**src/sv/assert_macros.svh**
```systemverilog
// Assertion shorthands for the plotter move parser.
// No dependencies; included by files that carry concurrent checks.
`ifndef ASSERT_MACROS_SVH
`define ASSERT_MACROS_SVH

// Same-cycle implication, checked while reset is released.
`define ASSERT_IMPLIES(lbl, clk, rst_n, ante, cons) \
	lbl: assert property (@(posedge clk) disable iff (!rst_n) (ante) |-> (cons)) \
		else $error("check failed: same-cycle implication");

// Next-cycle implication, checked while reset is released.
`define ASSERT_NEXT(lbl, clk, rst_n, ante, cons) \
	lbl: assert property (@(posedge clk) disable iff (!rst_n) (ante) |=> (cons)) \
		else $error("check failed: next-cycle implication");

`endif

```
**src/sv/pmcp_pkg.sv**
```systemverilog
// Shared constants and types for the plotter move command parser.
// No dependencies.
`default_nettype none

package pmcp_pkg;

	localparam int VALUE_WIDTH_DEF = 17;
	localparam int CHAR_W = 8;
	localparam int SPM_W = 10;
	localparam int TASK_W = 2;
	localparam int STEP_W = 27;
	localparam int COUNT_W = 26;
	localparam int STEP_LIMIT = 67107840;

	localparam logic [SPM_W-1:0] SPM_RESET = 10'd80;

	// work item codes
	localparam logic [TASK_W-1:0] CMD_NONE = 2'd0;
	localparam logic [TASK_W-1:0] CMD_MOVE = 2'd1;
	localparam logic [TASK_W-1:0] CMD_PEN_UP = 2'd2;
	localparam logic [TASK_W-1:0] CMD_PEN_DOWN = 2'd3;

	// sub-token letter codes
	localparam logic [2:0] LET_OTHER = 3'd0;
	localparam logic [2:0] LET_X = 3'd1;
	localparam logic [2:0] LET_Y = 3'd2;
	localparam logic [2:0] LET_U = 3'd3;
	localparam logic [2:0] LET_D = 3'd4;

	// value parse phase
	localparam logic [1:0] PH_SIGN = 2'd0;
	localparam logic [1:0] PH_DIGIT = 2'd1;
	localparam logic [1:0] PH_DONE = 2'd2;

	// characters
	localparam logic [CHAR_W-1:0] CH_PIPE = 8'h7C;
	localparam logic [CHAR_W-1:0] CH_SPACE = 8'h20;
	localparam logic [CHAR_W-1:0] CH_TAB = 8'h09;
	localparam logic [CHAR_W-1:0] CH_CR = 8'h0D;
	localparam logic [CHAR_W-1:0] CH_X = 8'h58;
	localparam logic [CHAR_W-1:0] CH_Y = 8'h59;
	localparam logic [CHAR_W-1:0] CH_U = 8'h55;
	localparam logic [CHAR_W-1:0] CH_D = 8'h44;
	localparam logic [CHAR_W-1:0] CH_A_UP = 8'h41;
	localparam logic [CHAR_W-1:0] CH_A_LO = 8'h61;
	localparam logic [CHAR_W-1:0] CH_PLUS = 8'h2B;
	localparam logic [CHAR_W-1:0] CH_MINUS = 8'h2D;
	localparam logic [CHAR_W-1:0] CH_0 = 8'h30;
	localparam logic [CHAR_W-1:0] CH_9 = 8'h39;

	// control of a finished token travelling parser -> scaler
	typedef struct packed {
		logic valid;
		logic [TASK_W-1:0] task_res;
		logic end_of_path;
	} emit_ctl_t;

endpackage

`default_nettype wire

```
**src/sv/pmcp_in_if.sv**
```systemverilog
// Character input channel of the plotter move parser.
// Depends on pmcp_pkg.
`default_nettype none

interface pmcp_in_if import pmcp_pkg::*; ();
	logic valid;
	logic ready;
	logic [CHAR_W-1:0] char_code;
	logic end_of_string;

	modport source (output valid, output char_code, output end_of_string, input ready);
	modport sink (input valid, input char_code, input end_of_string, output ready);
endinterface

`default_nettype wire

```
**src/sv/pmcp_out_if.sv**
```systemverilog
// Work item output channel of the plotter move parser.
// Depends on pmcp_pkg.
`default_nettype none

interface pmcp_out_if import pmcp_pkg::*; ();
	logic valid;
	logic ready;
	logic [TASK_W-1:0] task_res;
	logic [STEP_W-1:0] x_steps;
	logic [STEP_W-1:0] y_steps;
	logic [COUNT_W-1:0] step_count;
	logic end_of_path;

	modport source (output valid, output task_res, output x_steps, output y_steps,
		output step_count, output end_of_path, input ready);
	modport sink (input valid, input task_res, input x_steps, input y_steps,
		input step_count, input end_of_path, output ready);
endinterface

`default_nettype wire

```
**src/sv/pmcp_cfg_if.sv**
```systemverilog
// Configuration write channel (steps per mm) of the plotter move parser.
// Depends on pmcp_pkg.
`default_nettype none

interface pmcp_cfg_if import pmcp_pkg::*; ();
	logic valid;
	logic ready;
	logic [SPM_W-1:0] steps_per_mm;

	modport source (output valid, output steps_per_mm, input ready);
	modport sink (input valid, input steps_per_mm, output ready);
endinterface

`default_nettype wire

```
**src/sv/pmcp_parser.sv**
```systemverilog
// Character parser: token/sub-token state and the stage-1 token register.
// Depends on pmcp_pkg and pmcp_in_if.
`default_nettype none

module pmcp_parser import pmcp_pkg::*; #(
	parameter int VALUE_WIDTH = VALUE_WIDTH_DEF
) (
	input wire logic clk,
	input wire logic arst_n,
	pmcp_in_if.sink cmd,
	input wire logic emit_ready,
	output emit_ctl_t emit_ctl,
	output logic [VALUE_WIDTH-1:0] emit_x,
	output logic [VALUE_WIDTH-1:0] emit_y
);

	localparam int MAG_W = VALUE_WIDTH - 1;
	localparam logic [MAG_W-1:0] MAG_MAX = '1;

	typedef struct packed {
		logic [VALUE_WIDTH-1:0] xd;
		logic [VALUE_WIDTH-1:0] yd;
		logic [TASK_W-1:0] task_res;
	} dist_t;

	function automatic dist_t commit_f(input logic [2:0] let_code,
		input logic [MAG_W-1:0] mag, input logic neg, input dist_t cur);
		dist_t r;
		logic [VALUE_WIDTH-1:0] v;
		r = cur;
		v = {1'b0, mag};
		if (neg) begin
			v = -v;
		end
		case (let_code)
			LET_X: begin
				r.xd = v;
				r.task_res = CMD_MOVE;
			end
			LET_Y: begin
				r.yd = v;
				r.task_res = CMD_MOVE;
			end
			LET_U: r.task_res = CMD_PEN_UP;
			LET_D: r.task_res = CMD_PEN_DOWN;
			default: r = cur;
		endcase
		return r;
	endfunction

	// parse state
	logic [2:0] letter_q, letter_n;
	logic [MAG_W-1:0] accum_q, accum_n;
	logic neg_q, neg_n;
	logic [1:0] phase_q, phase_n;
	logic expect_q, expect_n;
	dist_t dist_q, dist_n;
	logic skip_q, skip_n;
	logic path_start_q, path_start_n;
	logic token_start_q, token_start_n;

	// stage 1
	logic v_s1;
	logic [TASK_W-1:0] task_s1;
	logic end_s1;
	logic [VALUE_WIDTH-1:0] x_s1, y_s1;

	logic accept;
	logic emit;
	logic e_end;
	dist_t e_dist;
	logic [CHAR_W-1:0] c;
	logic is_ws, is_digit;
	logic [MAG_W+3:0] mul10;

	assign cmd.ready = !v_s1 || emit_ready;
	assign accept = cmd.valid && cmd.ready;
	assign c = cmd.char_code;
	assign is_ws = (c == CH_SPACE) || (c >= CH_TAB && c <= CH_CR);
	assign is_digit = (c >= CH_0) && (c <= CH_9);
	assign mul10 = ({4'b0, accum_q} << 3) + ({4'b0, accum_q} << 1)
		+ {{MAG_W{1'b0}}, c[3:0]};

	always_comb begin
		letter_n = letter_q;
		accum_n = accum_q;
		neg_n = neg_q;
		phase_n = phase_q;
		expect_n = expect_q;
		dist_n = dist_q;
		skip_n = skip_q;
		path_start_n = path_start_q;
		token_start_n = token_start_q;
		emit = 1'b0;
		e_end = 1'b0;
		e_dist = '0;

		if (!skip_q && !(path_start_q && is_ws)) begin
			path_start_n = 1'b0;
			if (c == CH_PIPE) begin
				emit = 1'b1;
				e_end = cmd.end_of_string;
				e_dist = commit_f(letter_q, accum_q, neg_q, dist_q);
				dist_n = '0;
				letter_n = LET_OTHER;
				accum_n = '0;
				neg_n = 1'b0;
				phase_n = PH_SIGN;
				expect_n = 1'b1;
				token_start_n = 1'b1;
			end else if (expect_q) begin
				if (token_start_q && (c == CH_A_UP || c == CH_A_LO)) begin
					skip_n = 1'b1;
				end else begin
					case (c)
						CH_X: letter_n = LET_X;
						CH_Y: letter_n = LET_Y;
						CH_U: letter_n = LET_U;
						CH_D: letter_n = LET_D;
						default: letter_n = LET_OTHER;
					endcase
					expect_n = 1'b0;
				end
				token_start_n = 1'b0;
			end else if (c == CH_SPACE) begin
				dist_n = commit_f(letter_q, accum_q, neg_q, dist_q);
				letter_n = LET_OTHER;
				accum_n = '0;
				neg_n = 1'b0;
				phase_n = PH_SIGN;
				expect_n = 1'b1;
			end else if (phase_q == PH_SIGN && is_ws) begin
				phase_n = PH_SIGN;
			end else if (phase_q == PH_SIGN && c == CH_PLUS) begin
				phase_n = PH_DIGIT;
			end else if (phase_q == PH_SIGN && c == CH_MINUS) begin
				neg_n = 1'b1;
				phase_n = PH_DIGIT;
			end else if (phase_q != PH_DONE && is_digit) begin
				accum_n = (mul10 > {4'b0, MAG_MAX}) ? MAG_MAX : mul10[MAG_W-1:0];
				phase_n = PH_DIGIT;
			end else begin
				phase_n = PH_DONE;
			end
		end

		if (cmd.end_of_string) begin
			if (!emit) begin
				emit = 1'b1;
				e_end = 1'b1;
				if (skip_n) begin
					e_dist = '0;
				end else begin
					e_dist = commit_f(letter_n, accum_n, neg_n, dist_n);
				end
			end
			// whole path done: back to reset state
			dist_n = '0;
			letter_n = LET_OTHER;
			accum_n = '0;
			neg_n = 1'b0;
			phase_n = PH_SIGN;
			expect_n = 1'b1;
			token_start_n = 1'b1;
			skip_n = 1'b0;
			path_start_n = 1'b1;
		end
	end

	always_ff @(posedge clk or negedge arst_n) begin
		if (!arst_n) begin
			letter_q <= LET_OTHER;
			accum_q <= '0;
			neg_q <= 1'b0;
			phase_q <= PH_SIGN;
			expect_q <= 1'b1;
			dist_q <= '0;
			skip_q <= 1'b0;
			path_start_q <= 1'b1;
			token_start_q <= 1'b1;
		end else if (accept) begin
			letter_q <= letter_n;
			accum_q <= accum_n;
			neg_q <= neg_n;
			phase_q <= phase_n;
			expect_q <= expect_n;
			dist_q <= dist_n;
			skip_q <= skip_n;
			path_start_q <= path_start_n;
			token_start_q <= token_start_n;
		end
	end

	always_ff @(posedge clk or negedge arst_n) begin
		if (!arst_n) begin
			v_s1 <= 1'b0;
		end else if (cmd.ready) begin
			v_s1 <= accept && emit;
		end
	end

	always_ff @(posedge clk) begin
		if (accept && emit) begin
			task_s1 <= e_dist.task_res;
			end_s1 <= e_end;
			x_s1 <= e_dist.xd;
			y_s1 <= e_dist.yd;
		end
	end

	assign emit_ctl.valid = v_s1;
	assign emit_ctl.task_res = task_s1;
	assign emit_ctl.end_of_path = end_s1;
	assign emit_x = x_s1;
	assign emit_y = y_s1;

endmodule

`default_nettype wire

```
**src/sv/pmcp_scale.sv**
```systemverilog
// Scaler: multiply by steps per mm with saturation, then abs/max step count.
// Depends on pmcp_pkg and pmcp_out_if.
`default_nettype none

module pmcp_scale import pmcp_pkg::*; #(
	parameter int VALUE_WIDTH = VALUE_WIDTH_DEF
) (
	input wire logic clk,
	input wire logic arst_n,
	input wire logic [SPM_W-1:0] steps_per_mm,
	input wire emit_ctl_t emit_ctl,
	input wire logic [VALUE_WIDTH-1:0] emit_x,
	input wire logic [VALUE_WIDTH-1:0] emit_y,
	output logic emit_ready,
	pmcp_out_if.source res
);

	localparam int PW = VALUE_WIDTH + SPM_W + 1;
	localparam int CW = (PW > STEP_W + 1) ? PW : STEP_W + 1;
	localparam logic signed [CW-1:0] LIM_P = CW'(STEP_LIMIT);
	localparam logic signed [CW-1:0] LIM_N = -LIM_P;

	logic signed [PW-1:0] spm_ext, px, py;
	logic signed [CW-1:0] cx, cy;
	logic [STEP_W-1:0] sx, sy;

	logic v_s2;
	logic [TASK_W-1:0] task_s2;
	logic end_s2;
	logic [STEP_W-1:0] x_s2, y_s2;
	logic [STEP_W-1:0] ax, ay;
	logic s3_ready;

	assign spm_ext = $signed({{(PW-SPM_W){1'b0}}, steps_per_mm});
	assign px = $signed({{(PW-VALUE_WIDTH){emit_x[VALUE_WIDTH-1]}}, emit_x}) * spm_ext;
	assign py = $signed({{(PW-VALUE_WIDTH){emit_y[VALUE_WIDTH-1]}}, emit_y}) * spm_ext;
	assign cx = CW'(px);
	assign cy = CW'(py);

	always_comb begin
		sx = cx[STEP_W-1:0];
		if (cx > LIM_P) begin
			sx = LIM_P[STEP_W-1:0];
		end else if (cx < LIM_N) begin
			sx = LIM_N[STEP_W-1:0];
		end
		sy = cy[STEP_W-1:0];
		if (cy > LIM_P) begin
			sy = LIM_P[STEP_W-1:0];
		end else if (cy < LIM_N) begin
			sy = LIM_N[STEP_W-1:0];
		end
	end

	assign s3_ready = !res.valid || res.ready;
	assign emit_ready = !v_s2 || s3_ready;

	always_ff @(posedge clk or negedge arst_n) begin
		if (!arst_n) begin
			v_s2 <= 1'b0;
		end else if (emit_ready) begin
			v_s2 <= emit_ctl.valid;
		end
	end

	always_ff @(posedge clk) begin
		if (emit_ready && emit_ctl.valid) begin
			task_s2 <= emit_ctl.task_res;
			end_s2 <= emit_ctl.end_of_path;
			x_s2 <= sx;
			y_s2 <= sy;
		end
	end

	assign ax = x_s2[STEP_W-1] ? -x_s2 : x_s2;
	assign ay = y_s2[STEP_W-1] ? -y_s2 : y_s2;

	always_ff @(posedge clk or negedge arst_n) begin
		if (!arst_n) begin
			res.valid <= 1'b0;
		end else if (s3_ready) begin
			res.valid <= v_s2;
		end
	end

	always_ff @(posedge clk) begin
		if (s3_ready && v_s2) begin
			res.task_res <= task_s2;
			res.end_of_path <= end_s2;
			res.x_steps <= x_s2;
			res.y_steps <= y_s2;
			res.step_count <= (ax > ay) ? ax[COUNT_W-1:0] : ay[COUNT_W-1:0];
		end
	end

endmodule

`default_nettype wire

```
**src/sv/plotter_move_command_parser.sv**
```systemverilog
// Plotter move command parser top level; uses pmcp_pkg, the channel
// interfaces, pmcp_parser and pmcp_scale.
// A word that finishes a token (or ends the path) has its work item registered in
// stage 1 (parse), then stage 2 (scale), then the output register (count).
// Throughput: one character word per cycle; a stage stalls only when full.
// Reset (arst_n low, async): parse state to path start, pipeline empty, steps_per_mm 80.
`default_nettype none

`include "assert_macros.svh"

module plotter_move_command_parser import pmcp_pkg::*; #(
	parameter int VALUE_WIDTH = VALUE_WIDTH_DEF
) (
	input wire logic clk,
	input wire logic arst_n,
	pmcp_in_if.sink cmd,
	pmcp_out_if.source res,
	pmcp_cfg_if.sink cfg
);

	// steps per mm; the user writes it only while the block is idle, not enforced here
	logic [SPM_W-1:0] spm_q;

	emit_ctl_t emit_ctl;
	logic [VALUE_WIDTH-1:0] emit_x, emit_y;
	logic emit_ready;

	// shorthand terms for the checks below
	logic eos_take;
	logic move_zero;

	assign cfg.ready = 1'b1;

	always_ff @(posedge clk or negedge arst_n) begin
		if (!arst_n) begin
			spm_q <= SPM_RESET;
		end else if (cfg.valid) begin
			spm_q <= cfg.steps_per_mm;
		end
	end

	// Stage 1: per-character parse. Tokens split on '|', sub-tokens on
	// spaces; a token's distances and task are registered when it finishes.
	pmcp_parser #(
		.VALUE_WIDTH(VALUE_WIDTH)
	) u_parser (
		.clk(clk),
		.arst_n(arst_n),
		.cmd(cmd),
		.emit_ready(emit_ready),
		.emit_ctl(emit_ctl),
		.emit_x(emit_x),
		.emit_y(emit_y)
	);

	// Stages 2 and 3: scale to motor steps (saturating), then the step
	// count max(|x|,|y|) into the output register.
	pmcp_scale #(
		.VALUE_WIDTH(VALUE_WIDTH)
	) u_scale (
		.clk(clk),
		.arst_n(arst_n),
		.steps_per_mm(spm_q),
		.emit_ctl(emit_ctl),
		.emit_x(emit_x),
		.emit_y(emit_y),
		.emit_ready(emit_ready),
		.res(res)
	);

	assign eos_take = cmd.valid && cmd.ready && cmd.end_of_string;
	assign move_zero = res.x_steps == '0 && res.y_steps == '0 && res.step_count == '0;

	// end of string always produces a token with the end marker next cycle
	`ASSERT_NEXT(a_eos_emits, clk, arst_n, eos_take, emit_ctl.valid && emit_ctl.end_of_path)
	// a token without task letters carries no move
	`ASSERT_IMPLIES(a_none_zero, clk, arst_n, res.valid && res.task_res == CMD_NONE, move_zero)
	// step count never exceeds the saturation bound
	`ASSERT_IMPLIES(a_count_limit, clk, arst_n, res.valid, res.step_count <= COUNT_W'(STEP_LIMIT))

endmodule

`default_nettype wire

```
**src/flat_wrapper.sv**
```systemverilog
// flat-port wrapper written by rule: the top's interface ports become plain ports
module plotter_move_command_parser_flat import pmcp_pkg::*;
#(
	parameter int VALUE_WIDTH = VALUE_WIDTH_DEF
)
  (clk, arst_n, cmd_valid, cmd_char_code, cmd_end_of_string, cmd_ready, res_valid, res_task_res, res_x_steps, res_y_steps, res_step_count, res_end_of_path, res_ready, cfg_valid, cfg_steps_per_mm, cfg_ready);
  pmcp_in_if cmd_i ();
  pmcp_out_if res_i ();
  pmcp_cfg_if cfg_i ();
  input wire logic clk;
  input wire logic arst_n;
  input wire logic [$bits(cmd_i.valid)-1:0] cmd_valid;
  input wire logic [$bits(cmd_i.char_code)-1:0] cmd_char_code;
  input wire logic [$bits(cmd_i.end_of_string)-1:0] cmd_end_of_string;
  output wire logic [$bits(cmd_i.ready)-1:0] cmd_ready;
  output wire logic [$bits(res_i.valid)-1:0] res_valid;
  output wire logic [$bits(res_i.task_res)-1:0] res_task_res;
  output wire logic [$bits(res_i.x_steps)-1:0] res_x_steps;
  output wire logic [$bits(res_i.y_steps)-1:0] res_y_steps;
  output wire logic [$bits(res_i.step_count)-1:0] res_step_count;
  output wire logic [$bits(res_i.end_of_path)-1:0] res_end_of_path;
  input wire logic [$bits(res_i.ready)-1:0] res_ready;
  input wire logic [$bits(cfg_i.valid)-1:0] cfg_valid;
  input wire logic [$bits(cfg_i.steps_per_mm)-1:0] cfg_steps_per_mm;
  output wire logic [$bits(cfg_i.ready)-1:0] cfg_ready;
  assign cmd_i.valid = cmd_valid;
  assign cmd_i.char_code = cmd_char_code;
  assign cmd_i.end_of_string = cmd_end_of_string;
  assign cmd_ready = cmd_i.ready;
  assign res_valid = res_i.valid;
  assign res_task_res = res_i.task_res;
  assign res_x_steps = res_i.x_steps;
  assign res_y_steps = res_i.y_steps;
  assign res_step_count = res_i.step_count;
  assign res_end_of_path = res_i.end_of_path;
  assign res_i.ready = res_ready;
  assign cfg_i.valid = cfg_valid;
  assign cfg_i.steps_per_mm = cfg_steps_per_mm;
  assign cfg_ready = cfg_i.ready;
  plotter_move_command_parser #(.VALUE_WIDTH(VALUE_WIDTH)) u_core (.clk(clk), .arst_n(arst_n), .cmd(cmd_i), .res(res_i), .cfg(cfg_i));
endmodule
```
**config.mk**
```make
export PLATFORM = sky130hd
export DESIGN_NAME = plotter_move_command_parser_flat
export DESIGN_NICKNAME = d
export VERILOG_FILES = /design/src/sv/pmcp_pkg.sv /design/src/sv/pmcp_in_if.sv /design/src/sv/pmcp_out_if.sv /design/src/sv/pmcp_cfg_if.sv /design/src/sv/pmcp_parser.sv /design/src/sv/pmcp_scale.sv /design/src/sv/plotter_move_command_parser.sv /design/src/flat_wrapper.sv
export VERILOG_INCLUDE_DIRS = /design/src /design/src/sv
export SDC_FILE = /design/constraint.sdc
export NUM_CORES = 2
export LEC_CHECK = 0
export ABC_AREA = 1
export BUFFER_PORTS_ARGS = -buffer_cell sky130_fd_sc_hd__buf_4
export CAP_MARGIN = 25
export CORE_MARGIN = 2
export CORE_UTILIZATION = 45
export DETAILED_ROUTE_END_ITERATION = 12
export PLACE_DENSITY_LB_ADDON = 0.25
export SYNTH_ARGS = -nofsm -noshare
export SYNTH_HDL_FRONTEND = slang
export SYNTH_SLANG_ARGS = --single-unit
export TNS_END_PERCENT = 50
```
**constraint.sdc**
```tcl
create_clock -name clk -period 15.3 [get_ports clk]
set_clock_uncertainty 0.1 [all_clocks]
set_input_delay 4.59 -clock clk [delete_from_list [all_inputs] [get_ports clk]]
set_output_delay 4.59 -clock clk [all_outputs]
set_load 0.05 [all_outputs]
```
==> impl_summary.log <==
[metrics] result of the run: complete, no violations
[metrics] Longest Clk Path Bufs: 3
[metrics] clock-pin transition on the worst setup and hold timing paths: 0.05 ns
[metrics] First DRT Iteration DRCs: between 1000 and 1500
[metrics] pins over their slew limit: 0
[metrics] capture instance of the worst register-to-register path: u_core.u_scale.x_s2[8]
[metrics] slew at the pin closest to its max-slew limit: 0.9416 ns
[metrics] Data arrival, critical path: 5.29 ns
[metrics] cts bufs inserted: 31
[metrics] vias in the first global route: 22430
[metrics] clock tree root buffer cell: sky130_fd_sc_hd__clkbuf_16
[metrics] antenna fix cells: 0
[metrics] residual DRC count: 0
[metrics] critical path type: in -> out
[metrics] largest net degree at the start of global routing: 75
[metrics] register bit count reported by yosys: 252
[metrics] cell area after synthesis: 0.02830 mm^2
[metrics] clock tree from TritonCTS: built
[metrics] H-tree level count: 1
[metrics] Hold Vio Cnt, Final: 0
[metrics] HPWL after detailed placement: ~54 mm
[metrics] EDFF count, synth: 177
[metrics] Worst Setup Start Kind: primary input
[metrics] fin crit share: 65.20%
[metrics] register-to-register setup slack: 8.01 ns
[metrics] capturing instance or port of the critical path: cmd_ready
[metrics] area growth from synthesis to layout: 8.683%
[metrics] Post-Synthesis Mean Instance Area: 8.020 um^2
[metrics] die extent in x: 254.8 um
[metrics] Synth top cells by count: 903 x sky130_fd_sc_hd__nand2_1, 781 x sky130_fd_sc_hd__inv_1, 308 x sky130_fd_sc_hd__fa_1, 187 x sky130_fd_sc_hd__ha_1, 177 x sky130_fd_sc_hd__edfxtp_1
[metrics] Fmax: 0.1002 GHz
[metrics] count of vias placed by the detailed router: 22150
[metrics] most instantiated library cell after synthesis: sky130_fd_sc_hd__nand2_1
[metrics] final routed wirelength across all metal layers: around 68 mm
[metrics] number of core rows: 91
[metrics] kind of end point of the critical path: output port
[metrics] worst hold start: u_core.u_parser.end_s1
[metrics] quantity of gates resized following cts: 0
[metrics] proportion of synthesized chip area in sequential cells: 25.43%
[metrics] Min Clock Period, post-route: ~10 ns
[metrics] initial antenna violation count: 0
[metrics] number of nets still failing antenna checks after routing: 0
[metrics] top fanout value on the critical path: 3
[metrics] number of nets at the end of the flow: 4081
[metrics] slew margin rel.: between 30% and 40%
[metrics] Synth cell types: 65
[metrics] data required time at the worst endpoint: 10.61 ns
[metrics] proportion of layout cells with a drive suffix above 1: under 10%
[metrics] worst setup path startpoint: res_ready
[metrics] Hold-fix buffers, CTS: 0
[metrics] count of synthesis-stage warnings from yosys: 0
[metrics] clock tree sinks: approximately 250
[metrics] floorplan die area: 0.06491 mm^2
[metrics] Setup Total Neg Slack: 0 ns
[metrics] instance count of the mapped netlist: ~3500
[metrics] Die H: 254.8 um
[metrics] effective utilization at floorplan: a little under half
[metrics] core box area: 0.06194 mm^2
[metrics] Buffers on Ports: 108
[metrics] global routing usage summed across all routing layers: 21.91%
[metrics] mean routed wirelength per cell: between 15 and 20 um
[metrics] Setup Buffers After CTS: 0
[metrics] top post-synthesis cells by area: sky130_fd_sc_hd__fa_1 22%, sky130_fd_sc_hd__edfxtp_1 19%, sky130_fd_sc_hd__nand2_1 12%
[metrics] Mapped Nets: 4048
[metrics] proportion of netlist area held by the largest area contributor: 21.79%
[metrics] area leader, netlist: sky130_fd_sc_hd__fa_1
[metrics] clock network latency to the later pin of the worst-skew pair: 0.58 ns
[metrics] total congestion overflow: 0
[metrics] number of setup violations in the final report: 0
[metrics] final weighted congestion in routability-driven placement: roughly 0.93
[metrics] dominant register cell in the synthesized netlist: sky130_fd_sc_hd__edfxtp_1
[metrics] path category of the worst min-delay check: reg -> reg
[metrics] I/O Pins: 110
[metrics] length in cells of the worst reg-to-reg path: 22
[metrics] number of detailed-route iterations in the first pass: 6
[metrics] first-pass GRT wire length: 114.7 mm
[metrics] number of violations of the max-capacitance limit: 0
[metrics] setup repair after global routing missed its margin: no
[metrics] Vias/cell: 5.010
[metrics] reg2reg start: u_core.spm_q[4]
[metrics] share of synthesized flip-flops with an asynchronous set or reset: between 20% and 30%
[metrics] Final Core Density: 49.66%
## cell usage in the layout, fill, tap and decap left out, types with 13 or more instances in the layout
cell type	instances
sky130_fd_sc_hd__xnor2_1	47
sky130_fd_sc_hd__nand3_1	89
sky130_fd_sc_hd__clkbuf_16	31
sky130_fd_sc_hd__nor2_1	154
sky130_fd_sc_hd__buf_4	129
sky130_fd_sc_hd__inv_2	13
sky130_fd_sc_hd__clkinv_1	14
sky130_fd_sc_hd__o21ai_0	159
sky130_fd_sc_hd__o22ai_1	47
sky130_fd_sc_hd__nand4_1	20
sky130_fd_sc_hd__ha_1	187
sky130_fd_sc_hd__a22oi_1	15
sky130_fd_sc_hd__dfrtp_1	70
sky130_fd_sc_hd__edfxtp_1	177
sky130_fd_sc_hd__nand2_1	903
sky130_fd_sc_hd__xor2_1	87
sky130_fd_sc_hd__nand2_2	19
sky130_fd_sc_hd__nor3_1	43
sky130_fd_sc_hd__inv_1	779
sky130_fd_sc_hd__a21oi_1	136
sky130_fd_sc_hd__fa_1	308
## state kept, by name (all words and copies together), names as in the netlist, 16 cells and up
name / cells
u_core.u_parser.accum_q: 16
u_core.u_parser.dist_q: 36
u_core.u_parser.emit_x: 17
u_core.u_parser.emit_y: 17
u_core.u_scale.res.step_count: 26
u_core.u_scale.res.x_steps: 27
u_core.u_scale.res.y_steps: 27
u_core.u_scale.x_s2: 27
u_core.u_scale.y_s2: 27
## cell families (layout without fill, tap and decap cells)
group,count (synthesis),after routing,synth area share (%)
other cells,1,1,0.01325
buf+inv,929,985,12.50
compound gates,427,427,8.506
fa+ha+maj,495,495,30.05
flops,252,252,25.43
xor+xnor,135,135,4.204
simple gates,1280,1280,18.89
mux,10,10,0.3979
## final cells by class
cell class / count / area, um^2
well taps: 837 / 1047
inverters: 798 / 2995
multi-input cells: 2348 / 17580
repair buffers: 131 / 1023
flip-flops and latches: 252 / 7198
clock buffers: 35 / 790.8
fillers: 6060 / 31180
clock inverters: 21 / 118.9
## critical path, stage by stage
cell                      delay [ns]
sky130_fd_sc_hd__buf_4          0.11
sky130_fd_sc_hd__inv_1          0.09
sky130_fd_sc_hd__nand2_1        0.08
sky130_fd_sc_hd__nor2_1         0.12
sky130_fd_sc_hd__nand2_1        0.10
sky130_fd_sc_hd__buf_4          0.20
## worst min-delay path by stage
stage	endpoint	cells past startpoint
final	u_core.u_scale.end_s2	0
after global routing	u_core.u_scale.end_s2	0
after CTS	u_core.u_scale.end_s2	0
after detailed placement	u_core.u_scale.end_s2	0
after global placement	u_core.u_scale.end_s2	0
after floorplan	u_core.u_scale.end_s2	0
## stage by stage
step	setup slack (ns)	std cells	area, um^2	hold WS, ns
finish	5.324	4422	30760	0.3154
global route	5.180	4422	30760	0.3275
CTS	5.320	4421	30730	0.3174
detailed placement	5.320	4365	29820	0.3045
global placement	5.312	4364	29790	0.3025
floorplan	5.469	3529	28300	0.3003
## routing by layer
metal | wire, um | track usage [%]
met1 | 30630 | 29.33
met2 | 32570 | 37.99
met3 | 3234 | 2.051
met4 | 1895 | 5.915
met5 | 0 | 0
Power is not shown: default switching activity piles up to over one toggle a cycle in this logic, so the estimate is an artifact.
